`src/hdl/quaternion_rotation_accumulator_top_defines.svh`:
```
// Assertion macros for the quaternion rotation accumulator.
`ifndef QUATERNION_ROTATION_ACCUMULATOR_TOP_DEFINES_SVH
`define QUATERNION_ROTATION_ACCUMULATOR_TOP_DEFINES_SVH

`ifndef NO_ASSERTIONS
`define QRA_ASSERT_IMP(label, cond, prop) \
    label: assert property (@(posedge clk) disable iff (!rst_n) (cond) |-> (prop)) \
        else $error("qra: same-cycle check failed");
`define QRA_ASSERT_NXT(label, cond, prop) \
    label: assert property (@(posedge clk) disable iff (!rst_n) (cond) |=> (prop)) \
        else $error("qra: next-cycle check failed");
`else
`define QRA_ASSERT_IMP(label, cond, prop)
`define QRA_ASSERT_NXT(label, cond, prop)
`endif

`endif

```
`src/hdl/qra_pkg.sv`:
```
// Types, constants and saturating arithmetic for the quaternion rotation accumulator.
package qra_pkg;

    localparam int WORD_BITS = 32;
    localparam int FRAC_BITS = 30;
    localparam int PROD_BITS = 2 * WORD_BITS;

    typedef logic signed [WORD_BITS-1:0] word_t;
    typedef logic signed [PROD_BITS-1:0] prod_t;

    localparam word_t WORD_MAX = {1'b0, {(WORD_BITS-1){1'b1}}};
    localparam word_t WORD_MIN = {1'b1, {(WORD_BITS-1){1'b0}}};
    localparam word_t ONE = (FRAC_BITS < WORD_BITS - 1) ?
                            word_t'(prod_t'(1) << FRAC_BITS) : WORD_MAX;
    localparam prod_t PROD_BIAS = (prod_t'(1) << FRAC_BITS) - prod_t'(1);
    localparam prod_t PROD_MAX = prod_t'(WORD_MAX);
    localparam prod_t PROD_MIN = prod_t'(WORD_MIN);

    typedef struct packed {
        logic  mode;
        word_t rot_w;
        word_t rot_x;
        word_t rot_y;
        word_t rot_z;
    } rot_item_t;

    typedef struct packed {
        word_t m11;
        word_t m12;
        word_t m13;
        word_t m21;
        word_t m22;
        word_t m23;
        word_t m31;
        word_t m32;
        word_t m33;
    } mat_item_t;

    typedef struct packed {
        word_t w;
        word_t x;
        word_t y;
        word_t z;
    } quat_t;

    // Multiplier passes: four quaternion components, then the matrix products.
    typedef enum logic [2:0] {
        STEP_QW,
        STEP_QX,
        STEP_QY,
        STEP_QZ,
        STEP_SQ,
        STEP_CROSS,
        STEP_YZWX
    } step_t;

    typedef struct packed {
        logic  capture;
        logic  issue;
        step_t step;
        logic  load_nq;
        logic  commit;
        logic  load_out;
    } cmd_t;

    typedef struct packed {
        logic quat_done;
        logic mat_done;
    } status_t;

    function automatic word_t sat_add(word_t a, word_t b);
        logic signed [WORD_BITS:0] s;
        s = {a[WORD_BITS-1], a} + {b[WORD_BITS-1], b};
        if (s[WORD_BITS] != s[WORD_BITS-1])
            return s[WORD_BITS] ? WORD_MIN : WORD_MAX;
        return word_t'(s[WORD_BITS-1:0]);
    endfunction

    function automatic word_t sat_sub(word_t a, word_t b);
        logic signed [WORD_BITS:0] s;
        s = {a[WORD_BITS-1], a} - {b[WORD_BITS-1], b};
        if (s[WORD_BITS] != s[WORD_BITS-1])
            return s[WORD_BITS] ? WORD_MIN : WORD_MAX;
        return word_t'(s[WORD_BITS-1:0]);
    endfunction

    function automatic word_t sat_acc(word_t a, word_t b, logic neg);
        return neg ? sat_sub(a, b) : sat_add(a, b);
    endfunction

    // Shift out the fraction rounding toward zero, then clamp to the word.
    function automatic word_t sat_prod(prod_t p);
        prod_t t;
        t = p[PROD_BITS-1] ? p + PROD_BIAS : p;
        t = t >>> FRAC_BITS;
        if (t > PROD_MAX)
            return WORD_MAX;
        if (t < PROD_MIN)
            return WORD_MIN;
        return word_t'(t[WORD_BITS-1:0]);
    endfunction

endpackage

```
`src/hdl/qra_ctrl.sv`:
```
// Controller: sequences the multiplier passes and owns both handshakes.
module qra_ctrl (
    input  logic             clk,
    input  logic             rst_n,
    input  logic             rot_valid,
    input  logic             mode,
    input  logic             mat_stall,
    input  qra_pkg::status_t status,
    output qra_pkg::cmd_t    cmd,
    output logic             rot_stall,
    output logic             mat_valid
);

    typedef enum logic [2:0] {
        S_IDLE,
        S_LOAD,
        S_ROT,
        S_ROT_WAIT,
        S_MAT,
        S_MAT_WAIT,
        S_DONE
    } state_t;

    state_t         state_reg;
    state_t         state_next;
    qra_pkg::step_t step_reg;
    qra_pkg::step_t step_next;
    logic           out_valid_reg;
    logic           out_valid_next;
    logic           load_out;

    assign load_out = (state_reg == S_DONE) && (!out_valid_reg || !mat_stall);

    always_comb
    begin
        state_next = state_reg;
        step_next  = step_reg;
        unique case (state_reg)
            S_IDLE:
            begin
                if (rot_valid)
                begin
                    if (mode)
                        state_next = S_LOAD;
                    else
                    begin
                        state_next = S_ROT;
                        step_next  = qra_pkg::STEP_QW;
                    end
                end
            end
            S_LOAD:
            begin
                state_next = S_MAT;
                step_next  = qra_pkg::STEP_SQ;
            end
            S_ROT:
            begin
                if (step_reg == qra_pkg::STEP_QZ)
                    state_next = S_ROT_WAIT;
                else
                    step_next = qra_pkg::step_t'(step_reg + 3'd1);
            end
            S_ROT_WAIT:
            begin
                if (status.quat_done)
                begin
                    state_next = S_MAT;
                    step_next  = qra_pkg::STEP_SQ;
                end
            end
            S_MAT:
            begin
                if (step_reg == qra_pkg::STEP_YZWX)
                    state_next = S_MAT_WAIT;
                else
                    step_next = qra_pkg::step_t'(step_reg + 3'd1);
            end
            S_MAT_WAIT:
            begin
                if (status.mat_done)
                    state_next = S_DONE;
            end
            S_DONE:
            begin
                if (load_out)
                    state_next = S_IDLE;
            end
            default:
                state_next = S_IDLE;
        endcase

        priority if (load_out)
            out_valid_next = 1'b1;
        else if (out_valid_reg && !mat_stall)
            out_valid_next = 1'b0;
        else
            out_valid_next = out_valid_reg;
    end

    always_ff @(posedge clk or negedge rst_n)
    begin
        if (!rst_n)
        begin
            state_reg     <= S_IDLE;
            step_reg      <= qra_pkg::STEP_QW;
            out_valid_reg <= 1'b0;
        end
        else
        begin
            state_reg     <= state_next;
            step_reg      <= step_next;
            out_valid_reg <= out_valid_next;
        end
    end

    assign cmd.capture  = (state_reg == S_IDLE);
    assign cmd.issue    = (state_reg == S_ROT) || (state_reg == S_MAT);
    assign cmd.step     = step_reg;
    assign cmd.load_nq  = (state_reg == S_LOAD);
    assign cmd.commit   = (state_reg == S_MAT) && (step_reg == qra_pkg::STEP_SQ);
    assign cmd.load_out = load_out;
    assign rot_stall    = (state_reg != S_IDLE);
    assign mat_valid    = out_valid_reg;

endmodule

```
`config.mk`:
```
export PLATFORM = sky130hd
export DESIGN_NAME = qra_ctrl
export DESIGN_NICKNAME = d
export VERILOG_FILES = /design/src/hdl/quaternion_rotation_accumulator_top_defines.svh /design/src/hdl/qra_pkg.sv /design/src/hdl/qra_ctrl.sv
export SDC_FILE = /design/constraint.sdc
export NUM_CORES = 1
export LEC_CHECK = 0
export BUFFER_PORTS_ARGS = -buffer_cell sky130_fd_sc_hd__buf_2
export CAP_MARGIN = 10
export CORE_AREA = 2 2 39 41
export CTS_CLUSTER_SIZE = 24
export DETAILED_ROUTE_END_ITERATION = 10
export DIE_AREA = 0 0 41 43
export GPL_ROUTABILITY_DRIVEN = 0
export HOLD_SLACK_MARGIN = 0.05
export PLACE_DENSITY = 0.7
export REMOVE_ABC_BUFFERS = 1
export SLEW_MARGIN = 15
export SYNTH_ARGS = -nofsm -noshare
export SYNTH_HDL_FRONTEND = slang
export SYNTH_SLANG_ARGS = --single-unit
```
`constraint.sdc`:
```
create_clock -name clk -period 2.9 [get_ports clk]
set_clock_uncertainty 0.1 [all_clocks]
set_input_delay 0.435 -clock clk [delete_from_list [all_inputs] [get_ports clk]]
set_output_delay 0.435 -clock clk [all_outputs]
set_load 0.03 [all_outputs]
```
==> key figures, run 1 <==
Outcome
  • Outcome: completed

Pwr
  • P_int: between 400 and 500 uW
  • Switching Share: 0.503
  • Worst vdd ir: 0.623 mV
  • Leak pwr: about 0.00034 uW
  • Psw: ~420 uW
  • Comb power frac: 0.606
  • Power share of the clock group: 0.108
  • Seq pwr share: 0.286
  • P per Cell Area: about 1300 nW/um^2

STA
  • RSZ-0062 raised after global routing: false
  • Final Hold Viols: 0
  • Setup TNS: 0 ns
  • Worst-Margin Slew: ~0.5 ns
  • Final Max Tran Viols: 0
  • Part of the cycle the worst path needs: 0.693
  • Final setup viols: 0
  • Setup WS post-layout: 0.892 ns
  • Rel. slew slack: 0.667
  • Max Clk Rate: 0.498 GHz
  • Minimum clock period: 2.01 ns

Global route
  • Vias in the first global route: around 460
  • Largest net degree at the start of global routing: 18
  • Initial antenna violation count: 0
  • Total track usage: 0.164
  • Gr ovfl total: 0
  • First-pass GRT wire length: 1930 um

Critical path
  • Crit Path Category: reg2out
  • Data required time of the critical path: ~2.4 ns
  • Worst path arrival time: around 1.5 ns
  • Crit path max fanout: 17
  • R2r endpoint: step_reg[0]
  • CP Capture Type: output pin
  • Worst R2R Setup Slack: 1.04 ns
  • Reg2Reg Depth: 6
  • Crit path launch type: flop
  • Worst r2r src: step_reg[0]

Place
  • # port buffers: 16
  • DPL Wire Length: between 800 and 900 um
  • Dpl ws: approximately 1.0 ns

Clocking
  • TritonCTS buffer count: 3
  • H-Tree Depth: 1
  • Clk_lat worst skew: roughly 0.25 ns
  • CTS tree: done
  • CTS root buf: clkbuf_4
  • CTS Sinks: 7
  • Cells resized by post-CTS repair: 0
  • Max Buffers Root-to-Sink: 2
  • Post-CTS Hold Buffers: 1
  • Post-CTS setup buffers: 0
  • Reg clk slew, reported paths: 0.06 ns

Synth
  • Synth area leaders: dfrtp_1 (31%), ha_1 (8.8%), mux2i_1 (5.3%), mux2_4 (5.3%), nand2_1 (5.3%)
  • Distinct cells, synth: 22
  • Synth Instances: 65
  • Synth Area per Inst: roughly 8.7 sq um
  • Sequential-to-total area share from yosys stat: 0.309
  • Synth Register Bits: 7
  • Synthesized area: approximately 570 sq um
  • Post-synth top area share: 0.309
  • Yosys warns: 0
  • Most area-hungry cell type in the Yosys netlist: dfrtp_1

Routing
  • Antenna-violating nets left: 0
  • Via/cell ratio: 5.25
  • Vias: approximately 510
  • # DRC: 0
  • Initial DRT Pass Iterations: 5
  • WL/cell: 11.6 um
  • Detailed Route WL: 1130 um
  • Initial DRC count: 9

Floorplanning
  • Area of the die: around 1800 sq um
  • Width of the die: 41 um
  • I/O pin count: 17
  • Core area: around 1400 sq um
  • Rows: 14
  • Starting Density: 0.410
  • Die extent in y: roughly 43 um

Cells and area
  • Most common cell after layout, fill and taps aside: buf_2
  • Most frequent cells in the layout: buf_2 (16), nand2_1 (8), inv_1 (7), dfrtp_1 (7)
  • Fraction of layout instances using a drive strength above 1: 0.309
  • Antenna cell count: 0
  • P&R area growth vs syn: 17.2%
  • NumNets Final: 93
  • Fillers: 146

Worst hold path
  • Hold Startpoint: mat_stall
  • Hold depth: 3
  • Hold Crit Endpoint: mat_valid
  • Worst Hold Class: in2reg

Job
  • Maxcap violations: 0
-- power by group through the flow --
stage,Sequential (uW),Clock [uW],Combinational [uW]
final,240,90.5,508
after detailed placement,239,0,512
after floorplan,257,0,370
after global placement,237,0,501
after CTS,238,94.7,513
after global routing,253,103,562
-- Yosys cell counts --
master / count
buf_2: 2
a211oi_1: 1
nor2_1: 4
mux2i_1: 3
nand3b_1: 1
inv_1: 7
a21oi_1: 4
a2bb2oi_1: 1
buf_6: 2
xnor2_1: 1
ha_1: 4
a221o_2: 1
dfrtp_1: 7
o21ai_0: 3
buf_4: 1
nor3_1: 3
o2bb2ai_1: 1
mux2_4: 2
nand2_1: 8
nand3_1: 3
mux2_2: 2
nor3b_1: 4
-- area by class of cell --
type	count	area, sq um	share of cell area
sequential	7	175	0.264
clock inverter	1	5.00	0.00753
timing repair buffer	17	90.1	0.136
tap	16	20.0	0.0301
clock buffer	3	22.5	0.0339
multi-input combinational	46	325	0.490
inverter	7	26.3	0.0395
-- through the flow --
step | std cells | instance area (sq um) | total power, uW | hold WS, ns | utilization
finish | 97 | 664 | 839 | 0.320 | 0.480
global route | 97 | 664 | 917 | 0.317 | 0.480
CTS | 97 | 664 | 846 | 0.315 | 0.480
detailed placement | 92 | 627 | 751 | 0.180 | 0.453
global placement | 92 | 627 | 738 | 0.174 | 0.453
floorplan | 60 | 527 | 627 | 0.0394 | -
-- how the worst max path moves through the flow --
stage                  from          end  slack (ns)  cells after the start
2_1_floorplan  state_reg[2]  step_reg[0]        0.35                      5
3_3_place_gp    step_reg[0]  step_reg[0]        1.09                      6
3_5_place_dp    step_reg[0]  step_reg[0]        1.05                      6
4_1_cts        state_reg[1]       cmd[0]        0.88                      3
5_1_grt        state_reg[1]       cmd[0]        0.78                      3
6_report       state_reg[1]       cmd[0]        0.89                      3
-- routing by layer --
layer  part of all wire  global-route usage  vias up
met2               0.52               0.241       13
met1               0.41               0.211      242
met3              0.059              0.0785        0
met4                  0              0.0400        0
met5                  0                   0        -
li1                   -                   -      254
-- worst max-delay path, stage by stage, from the launching register on --
cell and delay (ns):
dfrtp_1 0.65, nand3b_1 0.21, a21oi_1 0.15, buf_2 0.21
-- cell families after synthesis --
logic type,after synthesis,share of synthesized area
flops,7,0.309
xor+xnor,1,0.0155
simple gates,23,0.199
mux,7,0.146
fa+ha+maj,4,0.0883
compound gates,11,0.126
buf+inv,12,0.117
(Power assumes the default switching activity.)
==> run 2, diff against run 1 <==
- clock period: 2.9 -> 2.1 ns (I/O delays scaled with it)
==> key figures, run 2 (synthesized netlist as in run 1, its figures left out) <==
Critical path
  • Crit Path Category: reg2reg
  • Data required time of the critical path: between 2 and 2.5 ns
  • Worst path arrival time: 1.90 ns
  • CP Capture Type: flop
  • Crit path launch type: flop
  • Crit path max fanout: 5

Cells and area
  • P&R area growth vs syn: 18.3%
  • Fillers: approximately 130
  • NumNets Final: 94
  • Antenna cell count: 0
  • Util after Layout: 0.485
  • Fraction of layout instances using a drive strength above 1: 0.305
  • Most common cell after layout, fill and taps aside: buf_2
  • Most frequent cells in the layout: buf_2 (16), nand2_1 (8), inv_1 (7), dfrtp_1 (7)

STA
  • Minimum clock period: 1.86 ns
  • Final setup viols: 0
  • Part of the cycle the worst path needs: 0.884
  • Final Hold Viols: 0
  • RSZ-0062 raised after global routing: false
  • Min Hold Slack: a little under 0.2 ns
  • Max Clk Rate: between 0.5 and 0.6 GHz
  • Setup TNS: 0 ns
  • Worst-Margin Slew: ~0.47 ns
  • Rel. slew slack: 0.688
  • Setup WS post-layout: 0.243 ns
  • Final Max Tran Viols: 0

Global route
  • Gr ovfl total: 0
  • Vias in the first global route: approximately 430
  • Largest net degree at the start of global routing: 17
  • First-pass GRT wire length: 1820 um
  • Initial antenna violation count: 0
  • Total track usage: 0.157

Routing
  • WL/cell: about 11 um
  • # DRC: 0
  • Initial DRC count: 7
  • Initial DRT Pass Iterations: 4
  • Via/cell ratio: approximately 5
  • Vias: 494
  • Antenna-violating nets left: 0
  • Detailed Route WL: between 1000 and 1500 um

Clocking
  • TritonCTS buffer count: 3
  • H-Tree Depth: 1
  • Reg clk slew, reported paths: 0.05 ns
  • Clk_lat worst skew: approximately 0.25 ns
  • CTS root buf: clkbuf_4
  • CTS Sinks: 7
  • Max Buffers Root-to-Sink: 2
  • CTS tree: done
  • Post-CTS setup buffers: 0

Floorplanning
  • I/O pin count: 17
  • Width of the die: slightly above 40 um
  • Starting Density: 0.410
  • Core area: 1380 sq um
  • Area of the die: 1760 sq um
  • Rows: 14
  • Die extent in y: roughly 43 um

Job
  • Maxcap violations: 0

Pwr
  • Worst vdd ir: 0.778 mV
  • Leak pwr: approximately 0.00034 uW
  • Design Power: about 1200 uW
  • P per Cell Area: 1730 nW/um^2

Worst hold path
  • Worst Hold Class: in2reg

Place
  • DPL Wire Length: just over 800 um
  • # port buffers: 16
  • Dpl ws: ~0.24 ns

Outcome
  • Outcome: completed
## run 2: cell types whose count changed in the layout (fill, tap and decap cells not counted), sizes merged
| cell | delta |
|---|---|
| clkbuf | +1 |
| buf | +1 |
| clkinv | -1 |
## run 2: critical path, cell delays in order, from the launching register on
cell and delay [ns]:
dfrtp_1 0.42, ha_1 0.22, ha_1 0.19, inv_1 0.05, mux2i_1 0.06, a221o_2 0.40
mux2_4 0.31
## run 2: metrics by stage
stage	instances	area [sq um]
floorplan	60	527
global placement	93	634
detailed placement	93	634
CTS	98	671
global route	98	671
finish	98	671
## run 2: routing by layer
layer | track usage | wire length, um
met5 | 0 | 0
met3 | 0.0785 | 70
met2 | 0.231 | 499
met4 | 0.0600 | 8
met1 | 0.188 | 493
## run 2: area by class of cell
cell class,count,area (sq um),share of cell area
multi-input cells,46,325,0.485
flip-flops and latches,7,175,0.261
repair buffers,18,97.6,0.146
clock buffers,4,26.3,0.0392
inverters,7,26.3,0.0392
well taps,16,20.0,0.0299
## run 2: power breakdown
group | switching [uW] | internal (uW)
registers | 127 | 194
logic | 397 | 321
clock network | 49.4 | 72.5
## run 2: path summary, 6_finish.rpt
path / startpoint / end / cells after the start / slack, ns
setup / recovery: step_reg[0] / step_reg[2] / 6 / 0.24
hold / removal: mat_stall / mat_valid / 3 / 0.19
setup reg to reg: step_reg[0] / step_reg[2] / 6 / 0.24
hold reg to reg: mat_valid / mat_valid / 2 / 0.43
max in group asynchronous: rst_n / state_reg[0] / 2 / 1.40
min in group asynchronous: rst_n / step_reg[2] / 2 / 0.34
## run 2: repair_timing
action,CTS,global route
hold buffers,1,0
gates resized for setup,0,0
endpoints found under the hold margin,7,0
==> run 3, diff against run 2 <==
- RECOVER_POWER: unset -> 100
==> key figures, run 3 (synthesized netlist as in run 1, its figures left out) <==
Clocking
  • H-Tree Depth: 1
  • CTS Sinks: 7
  • CTS root buf: clkbuf_4
  • CTS tree: done
  • TritonCTS buffer count: 3
  • Reg clk slew, reported paths: about 0.05 ns
  • Post-CTS setup buffers: 0
  • Max Buffers Root-to-Sink: 2
  • Clk_lat worst skew: around 0.25 ns

Place
  • Cell Count Post-Placement: 93
  • # port buffers: 16
  • DPL Wire Length: a little over 800 um
  • Dpl ws: 0.241 ns

Global route
  • First-pass GRT wire length: ~1800 um
  • Met2 GRT Util: 0.231
  • Vias in the first global route: between 400 and 500
  • Gr ovfl total: 0
  • M1 GR Usage: 0.188
  • GRT met3 Usage: 0.0785
  • Initial antenna violation count: 0
  • Largest net degree at the start of global routing: 17
  • Busiest grt layer: met2
  • Total track usage: 0.157

Cells and area
  • Multi-input logic area: 318 sq um
  • Fraction of layout instances using a drive strength above 1: 0.171
  • P&R area growth vs syn: 14.6%
  • Fillers: ~150
  • Layout Cells excl Fill: just under 100
  • NumNets Final: 94
  • Seq. cell area: ~180 sq um
  • Most common cell after layout, fill and taps aside: clkbuf_1
  • Most frequent cells in the layout: clkbuf_1 (10), nand2_1 (8), inv_1 (7), buf_2 (7), dfrtp_1 (7)
  • Antenna cell count: 0

STA
  • Final Hold Viols: 0
  • Rel. slew slack: 0.685
  • Min Hold Slack: around 0.19 ns
  • RSZ-0062 raised after global routing: false
  • Final setup viols: 0
  • Part of the cycle the worst path needs: 0.890
  • Final Max Tran Viols: 0
  • Max Clk Rate: about 0.53 GHz
  • Minimum clock period: 1.87 ns
  • Setup WS post-layout: between 0.2 and 0.25 ns
  • Worst-Margin Slew: 0.473 ns

Pwr
  • Worst vdd ir: a little under 0.8 mV
  • Design Power: roughly 1100 uW
  • P per Cell Area: 1700 nW/um^2
  • Leak pwr: about 0.0003 uW

Floorplanning
  • Area of the die: roughly 1800 sq um
  • Core area: 1380 sq um
  • Width of the die: 41 um
  • Starting Density: 0.410
  • Die extent in y: about 43 um
  • Rows: 14
  • I/O pin count: 17

Critical path
  • CP Capture Type: flop
  • Crit path max fanout: 5
  • Data required time of the critical path: roughly 2.1 ns
  • Crit path launch type: flop
  • Crit Path Category: reg2reg
  • Worst path arrival time: approximately 1.9 ns

Routing
  • Initial DRT Pass Iterations: 2
  • Via/cell ratio: around 5
  • Detailed Route WL: between 1000 and 1500 um
  • Antenna-violating nets left: 0
  • # DRC: 0
  • Initial DRC count: 4
  • Vias: 486
  • WL/cell: 10.9 um

Job
  • Maxcap violations: 0

Worst hold path
  • Worst Hold Class: in2reg

Outcome
  • Outcome: completed
run 3: cell count changes in the layout (fill, tap and decap cells not counted), sizes merged:
| cell | previous run | this run |
|---|---|---|
| buf | 17 | 7 |
| clkbuf | 4 | 14 |
run 3: repair_timing:
action / in CTS / in global routing
gates resized for setup: 0 / 0
endpoints found under the hold margin: 7 / 0
hold buffers: 1 / 0
run 3: power by group:
group	internal (uW)	total [uW]	leakage, uW	switching (uW)
registers	194	323	0.0000889	129
logic	269	659	0.000204	390
clock network	72.5	122	0.0000150	49.5
run 3: critical path, cell delays in order (launching register included):
cell and delay, ns:
dfrtp_1 0.42, ha_1 0.22, ha_1 0.19, inv_1 0.05
mux2i_1 0.06, a221o_2 0.39, mux2_1 0.33
run 3: layout make-up:
type / count / share of cell area
multi-input cells: 46 / 0.489
flip-flops and latches: 7 / 0.270
repair buffers: 18 / 0.129
clock buffers: 4 / 0.0405
inverters: 7 / 0.0405
well taps: 16 / 0.0308
run 3: path summary, 6_finish.rpt:
kind                                 to   startpoint  cells past startpoint  slack, ns
min reg2reg                   mat_valid    mat_valid                      2       0.43
max in group asynchronous  state_reg[0]        rst_n                      2       1.21
min in group asynchronous   step_reg[2]        rst_n                      2       0.40
min                           mat_valid    mat_stall                      3       0.19
max reg2reg                 step_reg[2]  step_reg[0]                      6       0.23
max                         step_reg[2]  step_reg[0]                      6       0.23
run 3: per-layer routing:
layer  up-vias  routed length [um]
li1        258                   -
met1       215                 492
met2        11                 508
met3         2                  63
met4         0                   8
met5         -                   0
run 3: through the flow:
| stage | TNS, ns | utilization | cell area [sq um] |
|---|---|---|---|
| 6_report | 0 | 0.469 | 649 |
| 2_1_floorplan | -1.19 | - | 527 |
| 3_3_place_gp | 0 | 0.458 | 634 |
| 5_1_grt | 0 | 0.469 | 649 |
| 3_5_place_dp | 0 | 0.458 | 634 |
| 4_1_cts | 0 | 0.485 | 671 |
